`config.mk`:
```
export PLATFORM = sky130hd
export DESIGN_NAME = timed_deny_list_table_unit
export DESIGN_NICKNAME = d
export VERILOG_FILES = /design/src/rtl/core/tdl_pkg.sv /design/src/rtl/core/tdl_ram.sv /design/src/rtl/core/tdl_grace_unit.sv /design/src/rtl/core/tdl_ctrl.sv /design/src/rtl/core/timed_deny_list_table_unit.sv
export SDC_FILE = /design/constraint.sdc
export NUM_CORES = 2
export LEC_CHECK = 0
export ABC_AREA = 0
export BUFFER_PORTS_ARGS = -buffer_cell sky130_fd_sc_hd__buf_4
export CORE_UTILIZATION = 37
export CTS_CLUSTER_DIAMETER = 120
export DETAILED_ROUTE_END_ITERATION = 12
export MAX_ROUTING_LAYER = met4
export PLACE_DENSITY = 0.65
export SLEW_MARGIN = 20
export SYNTH_ARGS = -nofsm -noshare
export SYNTH_HDL_FRONTEND = slang
export SYNTH_HIERARCHICAL = 1
export SYNTH_SLANG_ARGS = --single-unit
```
`constraint.sdc`:
```
create_clock -name clk -period 11.65 [get_ports clk]
set_input_delay 0 -clock clk [delete_from_list [all_inputs] [get_ports clk]]
set_output_delay 0 -clock clk [all_outputs]
set_load 0.1 [all_outputs]
```
`src/rtl/core/tdl_pkg.sv`:
```
// Shared types and constants for the timed deny-list table.
// No dependencies; imported by tdl_ctrl, the top level and the bench.
package tdl_pkg;

	// Operation codes carried in the kind field
	localparam logic [2:0] KIND_ADD    = 3'd0;
	localparam logic [2:0] KIND_LOOKUP = 3'd1;
	localparam logic [2:0] KIND_MERGE  = 3'd2;
	localparam logic [2:0] KIND_EXPIRE = 3'd3;
	localparam logic [2:0] KIND_COUNT  = 3'd4;

	localparam int          FP_PORT_W    = 64;
	localparam logic [31:0] GRACE_RESET  = 32'd86400000;
	localparam logic [31:0] NUMBER_MAX   = 32'd31;

	// One input word as latched by the sequencer
	typedef struct packed {
		logic [2:0]           kind;
		logic [FP_PORT_W-1:0] fingerprint;
		logic [31:0]          grace_ms;
		logic [31:0]          now_ms;
	} item_t;

	// One result word
	typedef struct packed {
		logic       hit;
		logic [4:0] number;
	} result_t;

	// Sequencer status toward the top level
	typedef struct packed {
		logic idle;
		logic done;
	} ctrl_stat_t;

	typedef enum logic [3:0] {
		ST_IDLE  = 4'b0001,
		ST_SCAN  = 4'b0010,
		ST_WRITE = 4'b0100,
		ST_DONE  = 4'b1000
	} state_t;

endpackage

```
`src/rtl/core/tdl_ram.sv`:
```
// Generic single-write, single-read RAM with registered read data.
// No dependencies.
module tdl_ram #(
	parameter int WIDTH = 8,
	parameter int DEPTH = 16
) (
	input  logic                                   clk,
	input  logic                                   we,
	input  logic [(DEPTH > 1 ? $clog2(DEPTH) : 1)-1:0] waddr,
	input  logic [WIDTH-1:0]                       wdata,
	input  logic                                   re,
	input  logic [(DEPTH > 1 ? $clog2(DEPTH) : 1)-1:0] raddr,
	output logic [WIDTH-1:0]                       rdata
);

	logic [WIDTH-1:0] mem_q [DEPTH];

	always_ff @(posedge clk) begin
		if (we) begin
			mem_q[waddr] <= wdata;
		end
		if (re) begin
			rdata <= mem_q[raddr];
		end
	end

endmodule

```
`src/rtl/core/tdl_grace_unit.sv`:
```
// Shared grace unit: remaining grace from start, grace and current time.
// Wrap-safe 32-bit elapsed time; reads 0 once expired. No dependencies.
module tdl_grace_unit (
	input  logic [31:0] now_ms,
	input  logic [31:0] start_ms,
	input  logic [31:0] grace_ms,
	output logic [31:0] left_ms
);

	logic [31:0] elapsed;

	// elapsed wraps naturally in 32 bits
	assign elapsed = now_ms - start_ms;
	assign left_ms = (elapsed >= grace_ms) ? 32'd0 : (grace_ms - elapsed);

endmodule

```
`src/rtl/core/tdl_ctrl.sv`:
```
// Scan sequencer: walks the slot table once per word through the shared grace unit,
// then performs at most one table write. Depends on tdl_pkg, tdl_ram, tdl_grace_unit.
module tdl_ctrl import tdl_pkg::*; #(
	parameter int N   = 16,
	parameter int FPW = 64
) (
	input  logic        clk,
	input  logic        arst_n,
	input  logic        start,
	input  item_t       item,
	input  logic [31:0] grace_period,
	input  logic        res_take,
	output ctrl_stat_t  stat,
	output result_t     result
);

	localparam int IDXW = (N > 1) ? $clog2(N) : 1;
	localparam int CNTW = $clog2(N + 1);
	localparam int RW   = FPW + 64;
	localparam logic [IDXW:0]   ISS_END  = (IDXW + 1)'(N);
	localparam logic [IDXW-1:0] IDX_LAST = IDXW'(N - 1);

	state_t            state_q;
	logic [2:0]        kind_q;
	logic [FPW-1:0]    fp_q;
	logic [31:0]       gc_q;
	logic [31:0]       now_q;
	logic              wr_en_q;
	logic [IDXW:0]     iss_q;
	logic              go_s1, go_s2;
	logic [IDXW-1:0]   idx_s1, idx_s2;
	logic              v_s2, m_s2;
	logic [31:0]       left_s2;
	logic [N-1:0]      valid_q;
	logic              found_q, free_q, min_set_q, hit_q;
	logic [IDXW-1:0]   fidx_q, free_idx_q, min_idx_q;
	logic [31:0]       have_q, min_q;
	logic [CNTW-1:0]   cnt_q;

	logic              rd_en, ram_we;
	logic [RW-1:0]     ram_rdata, ram_wdata;
	logic [31:0]       left_c, wgrace, gc_c, cnt_ext;
	logic [IDXW-1:0]   widx;
	logic              is_add, is_lookup, is_merge, is_exp, is_cnt;
	logic              dead, match_hit, free_hit, drop, cnt_inc, scan_last;

	// Slot store: {fingerprint, start, grace}
	tdl_ram #(
		.WIDTH(RW),
		.DEPTH(N)
	) u_ram (
		.clk   (clk),
		.we    (ram_we),
		.waddr (widx),
		.wdata (ram_wdata),
		.re    (rd_en),
		.raddr (iss_q[IDXW-1:0]),
		.rdata (ram_rdata)
	);

	tdl_grace_unit u_grace (
		.now_ms   (now_q),
		.start_ms (ram_rdata[63:32]),
		.grace_ms (ram_rdata[31:0]),
		.left_ms  (left_c)
	);

	// Kind decode
	assign is_add    = (kind_q == KIND_ADD);
	assign is_lookup = (kind_q == KIND_LOOKUP);
	assign is_merge  = (kind_q == KIND_MERGE);
	assign is_exp    = (kind_q == KIND_EXPIRE);
	assign is_cnt    = (kind_q == KIND_COUNT);

	// Per-slot decisions at stage 2; add sweeps and searches in the same pass
	assign dead      = (left_s2 == 32'd0);
	assign match_hit = v_s2 && m_s2 && (!is_add || !dead);
	assign free_hit  = !v_s2 || (is_add && dead);
	assign drop      = v_s2 && dead && (is_add || is_exp);
	assign cnt_inc   = (is_exp && v_s2 && dead) || (is_cnt && v_s2 && !dead);
	assign scan_last = go_s2 && (idx_s2 == IDX_LAST);

	assign rd_en = (state_q == ST_SCAN) && (iss_q < ISS_END);

	// Grace to store: add uses the full period, merge the clamped value
	assign gc_c = (item.kind == KIND_ADD) ? grace_period :
	              ((item.grace_ms > grace_period) ? grace_period : item.grace_ms);

	// Write target: matched slot, else first free, else least grace left
	assign widx   = found_q ? fidx_q : (free_q ? free_idx_q : min_idx_q);
	assign wgrace = (found_q && is_merge && (have_q > gc_q)) ? have_q : gc_q;
	assign ram_we    = (state_q == ST_WRITE) && wr_en_q;
	assign ram_wdata = {fp_q, now_q, wgrace};

	// Sequencer and valid marks
	always_ff @(posedge clk or negedge arst_n) begin
		if (!arst_n) begin
			state_q <= ST_IDLE;
			valid_q <= '0;
			go_s1   <= 1'b0;
			go_s2   <= 1'b0;
		end else begin
			go_s1 <= rd_en;
			go_s2 <= go_s1;
			if (go_s2 && drop) begin
				valid_q[idx_s2] <= 1'b0;
			end
			if (ram_we) begin
				valid_q[widx] <= 1'b1;
			end
			unique case (state_q)
				ST_IDLE: begin
					if (start) begin
						state_q <= ST_SCAN;
					end
				end
				ST_SCAN: begin
					if (scan_last) begin
						state_q <= ST_WRITE;
					end
				end
				ST_WRITE: begin
					state_q <= ST_DONE;
				end
				ST_DONE: begin
					if (res_take) begin
						state_q <= ST_IDLE;
					end
				end
				default: begin
					state_q <= ST_IDLE;
				end
			endcase
		end
	end

	// Word latch, scan pipeline and search results
	always_ff @(posedge clk) begin
		idx_s1  <= iss_q[IDXW-1:0];
		idx_s2  <= idx_s1;
		v_s2    <= valid_q[idx_s1];
		m_s2    <= (ram_rdata[RW-1 -: FPW] == fp_q);
		left_s2 <= left_c;
		if (rd_en) begin
			iss_q <= iss_q + 1'b1;
		end
		if (start && (state_q == ST_IDLE)) begin
			kind_q    <= item.kind;
			fp_q      <= item.fingerprint[FPW-1:0];
			gc_q      <= gc_c;
			now_q     <= item.now_ms;
			wr_en_q   <= (item.kind == KIND_ADD) ||
			             ((item.kind == KIND_MERGE) && (item.grace_ms != 32'd0));
			iss_q     <= '0;
			found_q   <= 1'b0;
			free_q    <= 1'b0;
			min_set_q <= 1'b0;
			hit_q     <= 1'b0;
			cnt_q     <= '0;
		end else if (go_s2) begin
			if (match_hit && !found_q && (is_add || is_merge || is_lookup)) begin
				found_q <= 1'b1;
				fidx_q  <= idx_s2;
				have_q  <= left_s2;
				hit_q   <= is_lookup && !dead;
			end
			if (free_hit && !free_q) begin
				free_q     <= 1'b1;
				free_idx_q <= idx_s2;
			end
			if (!min_set_q || (left_s2 < min_q)) begin
				min_set_q <= 1'b1;
				min_q     <= left_s2;
				min_idx_q <= idx_s2;
			end
			if (cnt_inc) begin
				cnt_q <= cnt_q + 1'b1;
			end
		end
	end

	// Result, count saturated to the field width
	assign cnt_ext       = 32'(cnt_q);
	assign result.hit    = hit_q;
	assign result.number = (cnt_ext > NUMBER_MAX) ? 5'(NUMBER_MAX) : 5'(cnt_ext);
	assign stat.idle     = (state_q == ST_IDLE);
	assign stat.done     = (state_q == ST_DONE);

endmodule

```
`src/rtl/core/timed_deny_list_table_unit.sv`:
```
// Top level of the timed deny-list table: config register, handshakes, output register.
// Depends on tdl_pkg and tdl_ctrl.
//
// Usage:
//   Input channel (in_valid / in_stall) carries one word: kind, fingerprint,
//   grace_ms, now_ms. A word is taken when in_valid is high and in_stall low.
//   Output channel (out_valid / out_stall) returns exactly one word per input:
//   hit and number. The word is taken when out_valid is high and out_stall low.
//   Config channel (cfg_valid / cfg_ready / cfg_data) writes grace_period_ms;
//   cfg_ready is always high. Write it only while the block is idle.
// Operation:
//   Every word makes one pass over the table through the shared grace unit,
//   one slot per cycle, then passes through the write state to done. The
//   table RAM's single read port sets the scan rate; in_stall stays high
//   while a word is in work, so the next word is accepted only once the
//   sequencer has handed the last result to the output register.
// Reset:
//   arst_n clears all slot valid marks and loads grace_period_ms = 86400000.
// Stalls:
//   A finished result sits in the output register; the next word is accepted
//   meanwhile, and its result waits in the sequencer until the register frees.
module timed_deny_list_table_unit import tdl_pkg::*; #(
	parameter int TABLE_ENTRIES    = 16,
	parameter int FINGERPRINT_BITS = 64
) (
	input  logic                 clk,
	input  logic                 arst_n,
	input  logic                 in_valid,
	output logic                 in_stall,
	input  logic [2:0]           kind,
	input  logic [FP_PORT_W-1:0] fingerprint,
	input  logic [31:0]          grace_ms,
	input  logic [31:0]          now_ms,
	output logic                 out_valid,
	input  logic                 out_stall,
	output logic                 hit,
	output logic [4:0]           number,
	input  logic                 cfg_valid,
	output logic                 cfg_ready,
	input  logic [31:0]          cfg_data
);

	logic [31:0] grace_period_q;
	logic        out_valid_q;
	result_t     out_q;
	result_t     result;
	ctrl_stat_t  stat;
	item_t       item;
	logic        start, res_take;

	assign item = '{kind: kind, fingerprint: fingerprint, grace_ms: grace_ms, now_ms: now_ms};
	assign start     = in_valid && stat.idle;
	assign in_stall  = !stat.idle;
	assign res_take  = !out_valid_q || !out_stall;
	assign cfg_ready = 1'b1;

	tdl_ctrl #(
		.N   (TABLE_ENTRIES),
		.FPW (FINGERPRINT_BITS)
	) u_ctrl (
		.clk          (clk),
		.arst_n       (arst_n),
		.start        (start),
		.item         (item),
		.grace_period (grace_period_q),
		.res_take     (res_take),
		.stat         (stat),
		.result       (result)
	);

	// Config register and output valid
	always_ff @(posedge clk or negedge arst_n) begin
		if (!arst_n) begin
			grace_period_q <= GRACE_RESET;
			out_valid_q    <= 1'b0;
		end else begin
			if (cfg_valid && cfg_ready) begin
				grace_period_q <= cfg_data;
			end
			if (stat.done && res_take) begin
				out_valid_q <= 1'b1;
			end else if (!out_stall) begin
				out_valid_q <= 1'b0;
			end
		end
	end

	// Output word register
	always_ff @(posedge clk) begin
		if (stat.done && res_take) begin
			out_q <= result;
		end
	end

	assign out_valid = out_valid_q;
	assign hit       = out_q.hit;
	assign number    = out_q.number;

endmodule

```
**Word-level counts from Yosys, hierarchy flattened**

Memory sizes are Yosys's and may differ from the RTL's. A register that Yosys moved wholly into a read port is not among the register bits.
Cells that the tools add are included.

- Multiplexer cells: 21
- Magnitude comparators: 11
- Bitwise logic cells: 4
- Reductions and logical operators: 55
- Add/subtract/negate cells: 4
- Equality and inequality tests: 15

Operators by type and width:

| cell | count |
|---|---|
| $mux W32 | 3 |
| $eq A64 B64 Y1 | 1 |
| $gt A32 B32 Y1 | 2 |
| $sub A32 B32 Y32 | 2 |
| $ge A32 B32 Y1 | 1 |
| $logic_not A32 Y1 | 1 |
| $lt A32 B32 Y1 | 1 |
| $mux W16 | 2 |
| $reduce_bool A32 Y1 | 1 |
| $logic_and A1 B1 Y1 | 25 |
| $mux W4 | 5 |
| $and A16 B16 Y16 | 1 |
| $not A16 Y16 | 1 |
| $or A16 B16 Y16 | 1 |
| $pmux W4 S4 | 1 |
| $lt A4 B5 Y1 const B | 3 |
| $reduce_and A3 Y1 | 4 |
| $add A5 B1 Y5 const B | 2 |
| $eq A3 B2 Y1 const B | 3 |
| $logic_not A1 Y1 | 9 |
| $logic_or A1 B1 Y1 | 9 |
| $demux W1 S4 | 2 |
| $eq A4 B4 Y1 const B | 2 |
| $ge A4 B1 Y1 const B | 2 |
| 13 further kinds | 26 |

- Memories: 1
- Register bits: 325
- Memory bits (writable): 2,048
- Input port bits: 168
- Output and inout port bits: 9

Memories:

| memory | depth | bits a word | read ports | clocked after Yosys merged registers in | wr ports | RTL line | text |
|---|---|---|---|---|---|---|---|
| u_ctrl.u_ram.mem_q | 16 | 128 | 1 | 1 | 1 | tdl_ram.sv:16 | `logic [WIDTH-1:0] mem_q [DEPTH];` |

**Logic depth before layout (Yosys ltp)**

- Depth after elaboration: 9
- Gate-level depth with buffers: 23
- Mapped depth without buffers: 21

**Modules after synthesis**

Netlist, hierarchy kept.

By module, submodules not included:

| module | cells an instance | instances | area an instance (um2) |
|---|---|---|---|
| tdl_ram | 3,357 | 1 | 80,731.2 |
| tdl_ctrl | 1,088 | 1 | 13,723.2 |
| tdl_grace_unit | 577 | 1 | 3,912.5 |
| timed_deny_list_table_unit | 82 | 1 | 1,601.5 |

**Worst setup path before layout**

No wires, ideal clock.

- Path type: reg2reg
- Start: register u_ctrl.free_q
- End: memory u_ctrl/u_ram/mem_q[0][0] (netlist bit), enable pin
- Period minus slack after synthesis: 10.954 ns
- Setup slack: 0.696 ns
- Arrival: 10.183 ns
- Stages on the path, launching flop included: 7
- Setup time: 0.772 ns
- Path buffers: 1
- Cell sequence: dfxtp_1 > clkbuf_1 > mux2i_1 > o21a_1 > inv_1 > or3b_2 > nor3_1

- Word-level cells in the longest chain between the ends: 2

Ends and longest elaborated chain:

| item | RTL line | text |
|---|---|---|
| start, declared | tdl_ctrl.sv:35 | `logic found_q, free_q, min_set_q, hit_q;` |
| start signal, assigned | tdl_ctrl.sv:156 | `free_q <= 1'b0;` |
| start signal, assigned | tdl_ctrl.sv:168 | `free_q <= 1'b1;` |
| $mux W4 (2 in a row) | tdl_ctrl.sv:90 | `assign widx = found_q ? fidx_q : (free_q ? free_idx_q : min_idx_q);` |
| via u_ctrl.widx[2] | tdl_ctrl.sv:43 | `logic [IDXW-1:0] widx;` |
| end, declared | tdl_ram.sv:16 |  |

The timed path passes the listed nets, and every way through them passes these cells.

**Final worst setup path**

- Start: register u_ctrl.now_q[2]
- End: register u_ctrl.left_s2[2]

- Word-level cells in the longest chain between the ends: 2
- Elaborated cells on any way between the ends: 3

Ends and longest elaborated chain:

| item | RTL line | text |
|---|---|---|
| start, declared | tdl_ctrl.sv:27 | `logic [31:0] now_q;` |
| start signal, assigned | tdl_ctrl.sv:151 | `now_q <= item.now_ms;` |
| $sub A32 B32 Y32 (*) | tdl_grace_unit.sv:13 | `assign elapsed = now_ms - start_ms;` |
| $sub A32 B32 Y32 / $ge A32 B32 Y1 (equally long branches) | tdl_grace_unit.sv:14 | `assign left_ms = (elapsed >= grace_ms) ? 32'd0 : (grace_ms - elapsed);` |
| end signal, assigned | tdl_ctrl.sv:143 | `left_s2 <= left_c;` |
| end, declared | tdl_ctrl.sv:33 | `logic [31:0] left_s2;` |

Mark *: on every way between the ends. The rest lies on a longest branch, timed or not.
A chain may end at the register's enable or synchronous reset.

==> impl_metrics.tcl <==
set metrics [dict create \
    status "completed" \
    wl_per_cell_um 26.3 \
    fmax_mhz 185 \
    routed-via-count 52647 \
    wl_um 248000 \
    ios 177 \
    vdd_drop_max_mv 0.204 \
    ctsHtreeMaxLevel 4 \
    skew_ns 0.106 \
    place_ws_ns 6.41 \
    slew_violations 0 \
    grt_remaining_overflow 0 \
    cts_buffers 233 \
    firstDrtPassIters 5 \
    drive_gt1_share_pct 21.5 \
    critical-path-slowest-cell "edfxtp_1" \
    tightest_slew_ns 1.12 \
    drc_errors 0 \
    clk_latency_ns 0.90 \
    synth_cell_types 100 \
    num_rows 190 \
    hold_class "primary input to flop" \
    worstHoldStart "out_stall" \
    cts.sinks 2501 \
    synth_mux_area_share_pct 12.9 \
    finalWorstSetupSlack_ns 6.23 \
    crit_chain "ha_1 -> o2111ai_1 -> and3_1 -> nor4b_1 -> or4b_2 -> nand2_1 -> o21ai_0 -> xnor2_1 -> ha_1 -> nand2_1 -> nor3_1 -> and4_1 -> and3_1 -> nand4_1 -> nand2_4 -> nor3_1" \
    most-common-layout-cells "edfxtp_1 (2390), mux4_2 (482), dlygate4sd3_1 (333), buf_4 (251)" \
    synth-xor-area-share_pct 1.04 \
    r2r_cells 16 \
    ys_async_sr_fraction_pct 2.20 \
    grt_setup_unrepaired "false" \
    ys_ff_latch 2501 \
    period_needed_ns 5.42 \
    tritoncts "done" \
    finalWeightedCongestion 0.854 \
    die-area_mm2 0.272 \
    grt_start_max_net_pins 120 \
    grt_pass1_vias 52646 \
    dp_hpwl_um 133000 \
    core_mm2 0.268 \
    cts_root_buffer "clkbuf_16" \
    synth_adder_area_share_pct 2.06 \
    power_per_cell_area_mw_per_mm2 198 \
    r2r-end "u_ctrl/left_s2[2]" \
    sequentialPowerShare_pct 48.3 \
    final_hold_viol_count 0 \
    cts.reportedPaths.clkPinSlew_ns 0.07 \
    syn_area_per_cell_um2 19.6 \
    max_stage_delay_ns 0.67 \
    stdcell_count 9441 \
    reg2reg_from "u_ctrl/now_q[2]" \
    switching_share_pct 26.9 \
    critPathCaptureType "flop" \
    min_path_cells 5 \
    rrSetupSlack_ns 6.23 \
    grtUsageTotal_pct 18.5 \
    viasPerCell 5.58 \
    final_common_cell "edfxtp_1" \
    dieHeight_um 522 \
    timing.hold.ws_ns 0.179 \
    switchingPower_uw 6180 \
    clkPwrFrac_pct 32.3 \
    power.internal_uw 16800 \
    ys_dominant_reg_cell "edfxtp_1" \
    n_fill_cell 22787 \
    initial_core_util_pct 37.2 \
    synth_top_family_by_area "multiplexers" \
    antenna_found_initial 16 \
    syn_nets 5435 \
    cts_buffer_depth 4 \
    fp.dieW_um 522 \
    combPwrFrac_pct 19.4 \
    synth_edf_count 2390 \
    grt_pass1_wl_um 360000 \
    area_delta_synth_final_pct 16.3 \
    crit_path_start_kind "flop" \
    netlist_area_mm2 0.100 \
    min_period_over_period_pct 46.5 \
    whs_endpoint "u_ctrl/state_q[3]" \
    worstPathRequired_ns 12.33 \
    seq_area_frac_synth_pct 74.3 \
    cap_violations 0 \
    setup_violations 0 \
    port-buffer-count 175 \
    cp_max_fo 29 \
    fin_nets 6035 \
    worstSetupPathType "flop to flop" \
    yosys_warnings 6 \
    ant_nets 0 \
    cp.arrival_ns 6.09 \
    synth_compound_area_share_pct 4.71 \
    max-slew-margin-rel_pct 25.2 \
    yosys.area_share.simple_pct 3.20 \
    place_inst 8687 \
    leakage_uw 0.0377 \
    fin_setup_tns_ns 0 \
    dr.first_iter.drc_count 6155 \
    syn_inst 5104 \
]
## what timing repair did
action                    in CTS  in global routing
gates resized for setup        0                  0
hold endpoints to repair     229                  0
hold buffers                 334                  0
buffers inserted               0                  0
## cells by family after synthesis
group,Yosys count
fa+ha+maj,163
simple gates,638
other cells,1
mux,645
flops,2501
buf+inv,387
compound gates,650
xor+xnor,119
## cell type report
cell class	instances	area (µm²)	share of cell area, %
antenna	3	7.51	0.00646
clock buffer	279	6090	5.24
clock inverter	138	1240	1.06
inverter	154	586	0.504
multi-input combinational	2216	24100	20.7
sequential	2501	74300	63.9
tap	3552	4440	3.82
timing repair buffer	598	5510	4.74
## synth_stat cells, drive strengths merged (8+ instances only)
cell type	instances	area, µm²
a221oi	15	138
inv	153	574
o21ai	66	330
clkbuf	101	390
dfrtp	45	1130
nand3b	11	82.6
nor2b	51	319
dfxtp	56	1120
nor3	34	175
o21bai	9	67.6
nand3	39	195
nor4	37	246
o31ai	11	96.3
o2111ai	33	289
nand4	31	230
o221ai	23	201
ha	161	2010
o211ai	35	268
and4	8	71.3
and2	10	62.6
a31oi	10	62.6
buf	132	845
edfxtp	2390	71800
mux2	128	1670
a21o	45	338
nor2	108	405
xor2	90	788
nand2b	24	150
a22oi	216	1620
nand2	238	901
and3	16	100
o21a	15	113
mux4	482	10900
a21oi	100	508
dfstp	10	263
mux2i	35	350
a211oi	14	115
xnor2	29	254
a22o	10	87.6
## stage by stage
stage	util (%)	instance area [µm²]	total power, µW
after CTS	43.3	116000	23100
after floorplan	-	100000	14400
after detailed placement	39.3	106000	15600
after global routing	43.3	116000	23800
final	43.3	116000	23000
after global placement	39.3	106000	15600
## layer usage
layer	up-vias	GRT usage, %	part of all wire (%)
met4	0	3.93	1.9
met3	332	2.30	7.7
li1	22078	-	-
met1	28003	26.1	43
met5	-	-	0
met2	2234	28.9	48
## critical path: cells and delay by family, from the launching register on
family                     cells  cell delay (ns)
and+or+nand+nor               11             3.18
adders and majority gates      2             0.92
DFF                            1             0.67
AOI/OAI and AO/OA              2             0.40
xor gates and xnor gates       1             0.09
## flip-flops by register name, summed over array words and instances, names as in the netlist, 5 cells and up
| signal | cells |
|---|---|
| u_ctrl/now_q | 32 |
| u_ctrl/gc_q | 32 |
| u_ctrl/fp_q | 64 |
| number | 5 |
| u_ctrl/u_ram/rdata | 128 |
| u_ctrl/have_q | 32 |
| u_ctrl/cnt_q | 5 |
| u_ctrl/min_q | 32 |
| u_ctrl/left_s2 | 32 |
| u_ctrl/u_ram/mem_q | 2048 |
| grace_period_q | 32 |
| u_ctrl/valid_q | 16 |
| u_ctrl/iss_q | 5 |
## power groups by stage
stage                     Clock, µW  Sequential (µW)  Combinational, µW
after global placement            0            11300               4320
final                          7430            11100               4450
after global routing           7890            11100               4800
after CTS                      7550            11100               4470
after detailed placement          0            11300               4350
after floorplan                   0            11000               3370
## worst max path at each step
stage	start	to	slack (ns)	cells after the start
after floorplan	u_ctrl/free_q	u_ctrl/u_ram/mem_q[0][0]	0.70	6
after global placement	u_ctrl/now_q[0]	u_ctrl/left_s2[27]	6.44	21
after detailed placement	u_ctrl/now_q[1]	u_ctrl/left_s2[7]	6.41	17
after CTS	u_ctrl/now_q[2]	u_ctrl/left_s2[7]	6.34	16
after global routing	u_ctrl/now_q[0]	u_ctrl/left_s2[2]	5.83	20
final	u_ctrl/now_q[2]	u_ctrl/left_s2[2]	6.23	16
Power figures use the tool's default switching activity.
